===== src/hdl/lcrt_ram.sv =====
// Generic RAM: one write port, two read ports with registered read data.
module lcrt_ram #(
   parameter int WIDTH = 8,
   parameter int DEPTH = 16
) (
   input  logic                     clock,
   input  logic                     wr_en,
   input  logic [$clog2(DEPTH)-1:0] wr_addr,
   input  logic [WIDTH-1:0]         wr_data,
   input  logic [$clog2(DEPTH)-1:0] rd_addr_a,
   output logic [WIDTH-1:0]         rd_data_a,
   input  logic [$clog2(DEPTH)-1:0] rd_addr_b,
   output logic [WIDTH-1:0]         rd_data_b
);

   logic [WIDTH-1:0] mem [DEPTH];
   logic [WIDTH-1:0] rd_data_a_ff;
   logic [WIDTH-1:0] rd_data_b_ff;

   always_ff @(posedge clock) begin
      if (wr_en) begin
         mem[wr_addr] <= wr_data;
      end
      rd_data_a_ff <= mem[rd_addr_a];
      rd_data_b_ff <= mem[rd_addr_b];
   end

   assign rd_data_a = rd_data_a_ff;
   assign rd_data_b = rd_data_b_ff;

endmodule

===== config.mk =====
export PLATFORM = sky130hd
export DESIGN_NAME = lcrt_ram
export DESIGN_NICKNAME = d
export VERILOG_FILES = /design/src/hdl/lcrt_ram.sv
export SDC_FILE = /design/constraint.sdc
export NUM_CORES = 1
export LEC_CHECK = 0
export ABC_CLOCK_PERIOD_IN_PS = 1750
export BUFFER_PORTS_ARGS = -buffer_cell sky130_fd_sc_hd__buf_2
export CAP_MARGIN = 5
export CORE_ASPECT_RATIO = 1.25
export CORE_UTILIZATION = 60
export DETAILED_ROUTE_END_ITERATION = 8
export PLACE_DENSITY_LB_ADDON = 0.15
export SLEW_MARGIN = 20
export SYNTH_ARGS = -nofsm -noshare
export SYNTH_HDL_FRONTEND = slang
export SYNTH_SLANG_ARGS = --single-unit

===== constraint.sdc =====
create_clock -name clock -period 1.75 [get_ports clock]
set_input_delay 0.0875 -clock clock [delete_from_list [all_inputs] [get_ports clock]]
set_output_delay 0.0875 -clock clock [all_outputs]
set_load 0.01 [all_outputs]

# --- Word level (Yosys, flattened, before mapping) ---
# Memory sizes are Yosys's and may differ from the RTL's. A register that Yosys moved wholly into a read port is not among the register bits.
# Cells that the tools add are included.
# Widths: inputs -> output; s select.
totals:
  register_bits: 0
  mem_bits_rw: 128
  inputBits: 22
  elab_cells: 3
  mem_count: 1
classes:
  muxes: 2
mem_list:
  columns: ["name", "depth", "word_bits", "rd", "rd_clocked_by_memory_dff", "wr", "line", "text"]
  rows:
  - ["mem", 16, 8, 2, 2, 1, "16", "logic [WIDTH-1:0] mem [DEPTH];"]
ops:
  columns: ["cell", "count"]
  rows:
  - ["$mux 1", 2]

# --- Longest topological paths before layout ---
# Gate-level depths: netlist of the first run.
depth:
  depth_word: 2
  mapped_depth: 5

# --- Worst setup path after synthesis of the first run ---
# Ideal clock, no wire load.
synth_timing:
  path_kind: "input to register"
  startpoint: "in wr_addr[2]"
  endpoint: "mem mem[0][0], enable pin"
  setup_ps: 383
  t_arrival_ps: 1197
  setup_slack_ps: 170
  path_stages: 2
  n_path_buf: 0
  cell_sequence: "or3b_2 nor3_1"
synth_rtl:
  columns: ["element", "line", "text"]
  rows:
  - ["start: declaration", "8", "input logic [$clog2(DEPTH)-1:0] wr_addr,"]
  - ["end: declaration", "16", null]
# Straight into the memory's write port.

==> impl_metrics.py, run 1 <==
metrics = {
    "run_status": {
        "run_status": "finished clean",
    },
    "grt": {
        "grt_antenna_before_repair": 0,
        "globalRouteMet1Util": 0.380,
        "globalRoute.totalOverflow": 0,
        "grt-busiest-layer": "met2",
        "grtUsageMet3": 0.0594,
        "gr-usage-met2": 0.468,
        "first_global_vias": 3572,
        "grt_util_all_layers": 0.288,
        "pin_count_of_the_biggest_net_entering_global_routing": 33,
        "grt_first_pass_wirelength_mm": 21.0,
    },
    "worst_setup_path": {
        "critPathBufInv": 0,
        "reg2reg_to": "rd_data_a[0]",
        "setup.worst_path.end_class": "flop",
        "timing.critical_path.cells": "mux4_4 > a22oi_1 > nand2_1",
        "critical-path-top-delay-family": "multiplexers",
        "worstPathArrival_ps": 1770,
        "r2r_cells": 3,
        "worst-endpoint-required_ps": 2050,
        "crit_path_top_delay_cell": "sky130_fd_sc_hd__mux4_4",
        "timing.critical_path.from_type": "flop",
        "worst_r2r_startpoint": "mem[3][0]",
        "critPathMaxFanout": 2,
        "timing.setup.critical_path_class": "flop to flop",
        "crit_path_max_incr_delay_ps": 620,
        "r2r_slack_ps": 290,
    },
    "die": {
        "die-area_sq_um": 11000,
        "chipWidth_microns": 94.0,
        "io_pins": 38,
        "start_util": 0.622,
        "floorplan.core_area_sq_um": 10200,
        "die-height_microns": 117,
        "floorplan.rows": 41,
    },
    "power_and_ir_drop": {
        "switchingPower_mw": 1.68,
        "power.leakage_nw": 2.60,
        "vdd_drop_max_v": 0.000739,
        "switching_share": 0.207,
        "power_per_cell_area_nw_per_um2": 1100,
        "internal_power_mw": 6.44,
        "seq_power_share": 0.478,
        "share_of_total_power_in_the_clock_network": 0.447,
        "combinationalPowerShare": 0.074,
    },
    "clocking": {
        "clkLatencyLatePin_ps": 420,
        "cts_repair_resize_count": 0,
        "cts_sinks": 144,
        "cts_tree": "built",
        "post_cts_repair_setup_buffers": 0,
        "clkSlewWorstSetupHoldPaths_ps": 60,
        "cts_inserted_buffers": 17,
        "cts-root-to-sink-buffers": 2,
        "cts_root_buffer_type": "sky130_fd_sc_hd__clkbuf_16",
        "htreeDepth": 4,
        "cts_hold_repair.buffers": 0,
    },
    "final_layout": {
        "post_route_cells_drive_above_1_share": 0.337,
        "layout.cell_area.non_filler_sq_um": 7400,
        "synthToLayoutAreaGrowth_pct": 16.6,
        "finalNetCount": 392,
        "num_antenna_cells": 0,
    },
    "synth": {
        "netlist.top_cell.by_area": "sky130_fd_sc_hd__edfxtp_1",
        "cell_area_after_synthesis_sq_um": 6350,
        "synth_top_area_share": 0.606,
        "synth_enable_flop_cells": 128,
        "netlist-cell-type-count": 20,
        "synth.top_cells.by_area": "sky130_fd_sc_hd__edfxtp_1 (61%), sky130_fd_sc_hd__mux4_2 (12%), sky130_fd_sc_hd__mux4_1 (12%), sky130_fd_sc_hd__dfxtp_1 (5.0%), sky130_fd_sc_hd__a22oi_1 (3.8%)",
        "yosys.cell_count.top_type": "sky130_fd_sc_hd__edfxtp_1",
        "netlist_instances": 307,
        "async_reset_ff_frac": 0,
        "yosys_warnings": 0,
        "synth.avg_cell_area_sq_um": 20.7,
        "postSynthRegisterBits": 144,
        "synth.cells.most_frequent": "sky130_fd_sc_hd__edfxtp_1 (128), sky130_fd_sc_hd__mux4_2 (34), sky130_fd_sc_hd__a22oi_1 (32)",
        "synthFlopType": "sky130_fd_sc_hd__edfxtp_1",
        "synth.net_count": 329,
        "yosysSeqAreaShare": 0.656,
    },
    "hold_path": {
        "hold_path_depth": 1,
        "hp-class": "primary input to flop",
        "timing.hold.worst_endpoint": "mem[4][7]",
        "timing.hold.worst.start": "wr_data[7]",
    },
    "detailed_routing": {
        "wire_per_inst_microns": 27.6,
        "routed_wirelength_mm": 14.1,
        "routed-via-count": 3489,
        "detail-route-antenna-nets": 0,
        "firstDrtPassIters": 5,
        "via_per_inst": 6.81,
        "detail_route.iter0.violations": 426,
        "post-route-drc-count": 0,
    },
    "placed_design": {
        "portBuffers": 37,
        "detailed_place_hpwl_mm": 8.84,
        "gpl.final_weighted_congestion": 0.740,
        "placed_cell_area_sq_um": 6800,
    },
    "sta": {
        "fin_setup_tns_ps": 0,
        "slew-limit-headroom": 0.645,
        "tightest_slew_ps": 533,
        "rsz0062_at_grt": "false",
        "final.setup_skew_ps": 6.54,
        "post-route-period-util": 0.836,
        "finalSetupViolCount": 0,
        "max_freq_mhz": 684,
        "slew_viol_final": 0,
        "period_needed_ps": 1460,
        "hold_viol": 0,
        "hold-worst-slack_ps": 53.2,
    },
    "job": {
        "cap_violations": 0,
    },
}
-- area by class of cell --
class / count / area (sq um)
clock buffers: 22 / 464
flip-flops and latches: 144 / 4160
clock inverters: 10 / 135
fillers: 602 / 2810
well taps: 129 / 161
repair buffers: 64 / 463
multi-input cells: 143 / 2010
-- per-stage QoR --
stage	setup slack, ps	util	power (mW)	std cells
after floorplan	170	-	4.32	307
after global placement	201	0.666	4.54	480
final	288	0.725	8.13	512
after detailed placement	173	0.666	4.56	480
after global routing	242	0.725	8.35	512
after CTS	272	0.725	8.16	512
-- power groups by stage --
stage	clock [mW]	sequential, mW	combinational [mW]
6_report	3.64	3.89	0.605
2_1_floorplan	0	3.97	0.347
5_1_grt	3.81	3.90	0.646
3_5_place_dp	0	3.96	0.601
4_1_cts	3.67	3.89	0.605
3_3_place_gp	0	3.95	0.590
-- worst reg2reg max path: stages (launching register included) --
cell	delay [ps]
sky130_fd_sc_hd__edfxtp_1	410
sky130_fd_sc_hd__mux4_4	620
sky130_fd_sc_hd__a22oi_1	250
sky130_fd_sc_hd__nand2_1	70
-- kinds of logic after synthesis --
kind of cell	synth area share
AOI/OAI and AO/OA	0.0379
muxes	0.244
DFF	0.656
and+or+nand+nor	0.0343
buffers and inverters	0.0272
-- how the worst max path moves through the flow --
stage	startpoint	to	slack, ps	cells after the start
floorplan	wr_addr[2]	mem[0][0]	170	2
global placement	rd_addr_a[0]	rd_data_a[5]	200	5
detailed placement	rd_addr_a[0]	rd_data_a[5]	170	5
CTS	mem[3][7]	rd_data_b[7]	270	3
global route	mem[3][7]	rd_data_b[7]	240	3
finish	mem[3][0]	rd_data_a[0]	290	3
-- registers in the layout, indices dropped and copies added, names as in the netlist --
name	cells
rd_data_b	8
rd_data_a	8
mem	128
-- placed cells by master (no fill, tap or decap) --
| cell | count |
|---|---|
| sky130_fd_sc_hd__edfxtp_1 | 128 |
| sky130_fd_sc_hd__inv_6 | 1 |
| sky130_fd_sc_hd__buf_2 | 37 |
| sky130_fd_sc_hd__clkinvlp_4 | 3 |
| sky130_fd_sc_hd__mux4_4 | 2 |
| sky130_fd_sc_hd__and2b_1 | 2 |
| sky130_fd_sc_hd__buf_12 | 6 |
| sky130_fd_sc_hd__mux4_1 | 28 |
| sky130_fd_sc_hd__nand2_1 | 17 |
| sky130_fd_sc_hd__a22oi_1 | 32 |
| sky130_fd_sc_hd__nand3b_1 | 2 |
| sky130_fd_sc_hd__and2_1 | 2 |
| sky130_fd_sc_hd__nand3_1 | 1 |
| sky130_fd_sc_hd__mux4_2 | 34 |
| sky130_fd_sc_hd__clkbuf_16 | 17 |
| sky130_fd_sc_hd__clkinv_1 | 1 |
| sky130_fd_sc_hd__bufinv_16 | 3 |
| sky130_fd_sc_hd__buf_4 | 21 |
| sky130_fd_sc_hd__nor3_1 | 4 |
| sky130_fd_sc_hd__clkbuf_8 | 2 |
| sky130_fd_sc_hd__nor2b_1 | 2 |
| sky130_fd_sc_hd__clkbuf_1 | 3 |
| sky130_fd_sc_hd__nand2b_1 | 2 |
| sky130_fd_sc_hd__nor2_1 | 14 |
| sky130_fd_sc_hd__dfxtp_1 | 16 |
| sky130_fd_sc_hd__or3b_2 | 1 |
| sky130_fd_sc_hd__clkinv_2 | 2 |
-- routing by layer --
metal	wire length (microns)	up-vias
li1	-	1468
met1	5470	1765
met2	7090	216
met3	1190	40
met4	383	0
met5	0	-
Power figures use the tool's default switching activity.
==> inputs of run 2 (changes only) <==
Settings changed: ABC_AREA set to 1, ABC_CLOCK_PERIOD_IN_PS 1750 to 1200, CORE_UTILIZATION 60 to 55.
Clock period 1.75 ns to 1.2 ns, I/O delays scaled along.
==> run 2 against run 1 <==
Net effect: synthesized cell count increased to 2.8 times the previous value; combinational power grew 100%; highest routed layer unchanged; critical path type unchanged; register-to-register slack lost 150 ps; first-iteration DRC count rose by 43%; critical path depth increased by 3; power increased by 51%; global-route usage increased by 2.5 points; largest power group unchanged; clock power increased by 48%; flip-flop and latch count did not move; sequential share of layout area shrank 6.5 points.
==> impl_metrics.py, run 2 <==
metrics = {
    "hold_path": {
        "hp-class": "primary input to flop",
        "hold_path_depth": 1,
        "timing.hold.worst_endpoint": "mem[5][1]",
        "timing.hold.worst.start": "wr_data[1]",
    },
    "worst_setup_path": {
        "r2r_slack_ps": 140,
        "worstPathArrival_ps": 1370,
        "timing.critical_path.from_type": "flop",
        "critPathBufInv": 1,
        "reg2reg_to": "rd_data_a[7]",
        "crit_top_cell": "sky130_fd_sc_hd__nand3_1",
        "r2r_cells": 6,
        "crit_path_top_delay_cell": "sky130_fd_sc_hd__edfxtp_1",
        "crit_path_max_incr_delay_ps": 370,
        "critPathMaxFanout": 2,
        "critical-path-top-delay-family": "simple AND/OR/NAND/NOR gates",
        "timing.critical_path.cells": "inv_1 > nand2_1 > nand3_1 > nand3_1 > nand3_1 > nand2_1",
        "timing.setup.critical_path_class": "flop to flop",
        "worst_r2r_startpoint": "mem[1][7]",
        "setup.worst_path.end_class": "flop",
        "worst-endpoint-required_ps": 1510,
    },
    "synth": {
        "synth_enable_flop_cells": 128,
        "yosys_warnings": 0,
        "netlist_instances": 851,
        "yosysSeqAreaShare": 0.574,
        "synth.top_cells.by_area": "sky130_fd_sc_hd__edfxtp_1 (53%), sky130_fd_sc_hd__nand3_1 (16%), sky130_fd_sc_hd__nand2_1 (14%), sky130_fd_sc_hd__inv_1 (6.9%), sky130_fd_sc_hd__dfxtp_1 (4.4%)",
        "netlist-cell-type-count": 13,
        "synth.net_count": 873,
        "synth.avg_cell_area_sq_um": 8.53,
        "cell_area_after_synthesis_sq_um": 7260,
        "synth.cells.most_frequent": "sky130_fd_sc_hd__nand2_1 (277), sky130_fd_sc_hd__nand3_1 (225), sky130_fd_sc_hd__inv_1 (134)",
        "synth_top_area_share": 0.529,
        "postSynthRegisterBits": 144,
        "async_reset_ff_frac": 0,
        "yosys.cell_count.top_type": "sky130_fd_sc_hd__nand2_1",
        "netlist.top_cell.by_area": "sky130_fd_sc_hd__edfxtp_1",
        "synthFlopType": "sky130_fd_sc_hd__edfxtp_1",
    },
    "die": {
        "floorplan.core_area_sq_um": 12800,
        "floorplan.rows": 46,
        "die-height_microns": 130,
        "chipWidth_microns": 105,
        "io_pins": 38,
        "start_util": 0.568,
        "die-area_sq_um": 13700,
    },
    "power_and_ir_drop": {
        "switching_share": 0.239,
        "internal_power_mw": 9.34,
        "power_per_cell_area_nw_per_um2": 1470,
        "power.leakage_nw": 3.84,
        "seq_power_share": 0.461,
        "vdd_drop_max_v": 0.000887,
        "share_of_total_power_in_the_clock_network": 0.438,
        "switchingPower_mw": 2.93,
        "combinationalPowerShare": 0.100,
        "design_power_total_mw": 12.3,
    },
    "final_layout": {
        "synthToLayoutAreaGrowth_pct": 15.1,
        "post_route_cells_drive_above_1_share": 0.124,
        "layout.cell_area.non_filler_sq_um": 8360,
        "largest_register_ff_count": 128,
        "regMostFlops": "mem",
        "num_antenna_cells": 0,
        "post_route_insts_no_fill": 1081,
        "final_core_util": 0.654,
        "filler_cells_inserted": 1096,
        "commonest_non_fill_non_tap_cell_in_the_layout": "sky130_fd_sc_hd__nand2_1",
        "most-common-layout-cells": "sky130_fd_sc_hd__nand2_1 (277), sky130_fd_sc_hd__nand3_1 (225), sky130_fd_sc_hd__inv_1 (134)",
        "finalNetCount": 922,
    },
    "sta": {
        "fin_setup_tns_ps": 0,
        "slew-limit-headroom": 0.702,
        "slew_viol_final": 0,
        "max_freq_mhz": 942,
        "rsz0062_at_grt": "false",
        "hold_viol": 0,
        "final.setup_skew_ps": 10.5,
        "tightest_slew_ps": 447,
        "post-route-period-util": 0.885,
        "finalWorstSetupSlack_ps": 138,
        "period_needed_ps": 1060,
        "hold-worst-slack_ps": 44.2,
        "finalSetupViolCount": 0,
    },
    "clocking": {
        "cts_inserted_buffers": 17,
        "cts-root-to-sink-buffers": 2,
        "cts_sinks": 144,
        "clkSlewWorstSetupHoldPaths_ps": 60,
        "cts_repair_resize_count": 0,
        "cts_root_buffer_type": "sky130_fd_sc_hd__clkbuf_16",
        "cts_hold_repair.buffers": 0,
        "cts_tree": "built",
        "post_cts_repair_setup_buffers": 0,
        "htreeDepth": 4,
        "clkLatencyLatePin_ps": 420,
    },
    "detailed_routing": {
        "routed_wirelength_mm": 20.1,
        "detail_route.iter0.violations": 608,
        "routed-via-count": 6146,
        "detail-route-antenna-nets": 0,
        "post-route-drc-count": 0,
        "via_per_inst": 5.69,
        "firstDrtPassIters": 6,
        "wire_per_inst_microns": 18.6,
    },
    "grt": {
        "pin_count_of_the_biggest_net_entering_global_routing": 65,
        "grt_antenna_before_repair": 0,
        "grt_first_pass_wirelength_mm": 31.8,
        "globalRoute.totalOverflow": 0,
        "first_global_vias": 5887,
        "grt_util_all_layers": 0.313,
    },
    "placed_design": {
        "gpl.final_weighted_congestion": 0.931,
        "portBuffers": 37,
        "placed_cells_incl_taps": 1049,
        "preCtsSetupSlack_ps": 64.1,
        "detailed_place_hpwl_mm": 13.1,
        "placed_cell_area_sq_um": 7750,
    },
    "run_status": {
        "run_status": "finished clean",
    },
    "job": {
        "cap_violations": 0,
    },
}
-- run 2: how the worst max path moves through the flow --
| stage | from | slack (ps) | to | cells past startpoint |
|---|---|---|---|---|
| 2_1_floorplan | wr_addr[2] | 190 | mem[10][0] | 2 |
| 3_3_place_gp | wr_addr[3] | 70 | mem[5][2] | 4 |
| 3_5_place_dp | wr_addr[1] | 60 | mem[5][2] | 5 |
| 4_1_cts | mem[1][7] | 170 | rd_data_a[7] | 6 |
| 5_1_grt | mem[3][7] | 80 | rd_data_a[7] | 6 |
| 6_report | mem[1][7] | 140 | rd_data_a[7] | 6 |
-- run 2: kinds of logic after synthesis --
family / count (synthesis) / synth area share
simple gates: 521 / 0.309
buf+inv: 186 / 0.117
flops: 144 / 0.574
-- run 2: routing by layer --
metal  wire length [microns]  share of wire  GRT usage  vias up
li1                        -              -          -     2843
met1                    8090           0.40      0.419     2901
met2                    9530           0.47      0.521      349
met3                    1990          0.099     0.0511       53
met4                     498          0.025      0.114        0
met5                       0              0          0        -
-- run 2: power groups by stage --
stage               clock network, mW  registers, mW  logic [mW]
global placement                    0           5.76        1.19
CTS                              5.41           5.65        1.21
floorplan                           0           5.78       0.706
global route                     5.60           5.66        1.34
finish                           5.38           5.66        1.23
detailed placement                  0           5.76        1.21
-- run 2: layout make-up --
type,instances,area (sq um),share of cell area
Clock buffer,19,443,0.0530
Multi-Input combinational cell,521,2240,0.269
Sequential cell,144,4160,0.498
Timing Repair Buffer,78,618,0.0739
Inverter,138,518,0.0620
Tap cell,168,210,0.0251
Clock inverter,13,161,0.0193
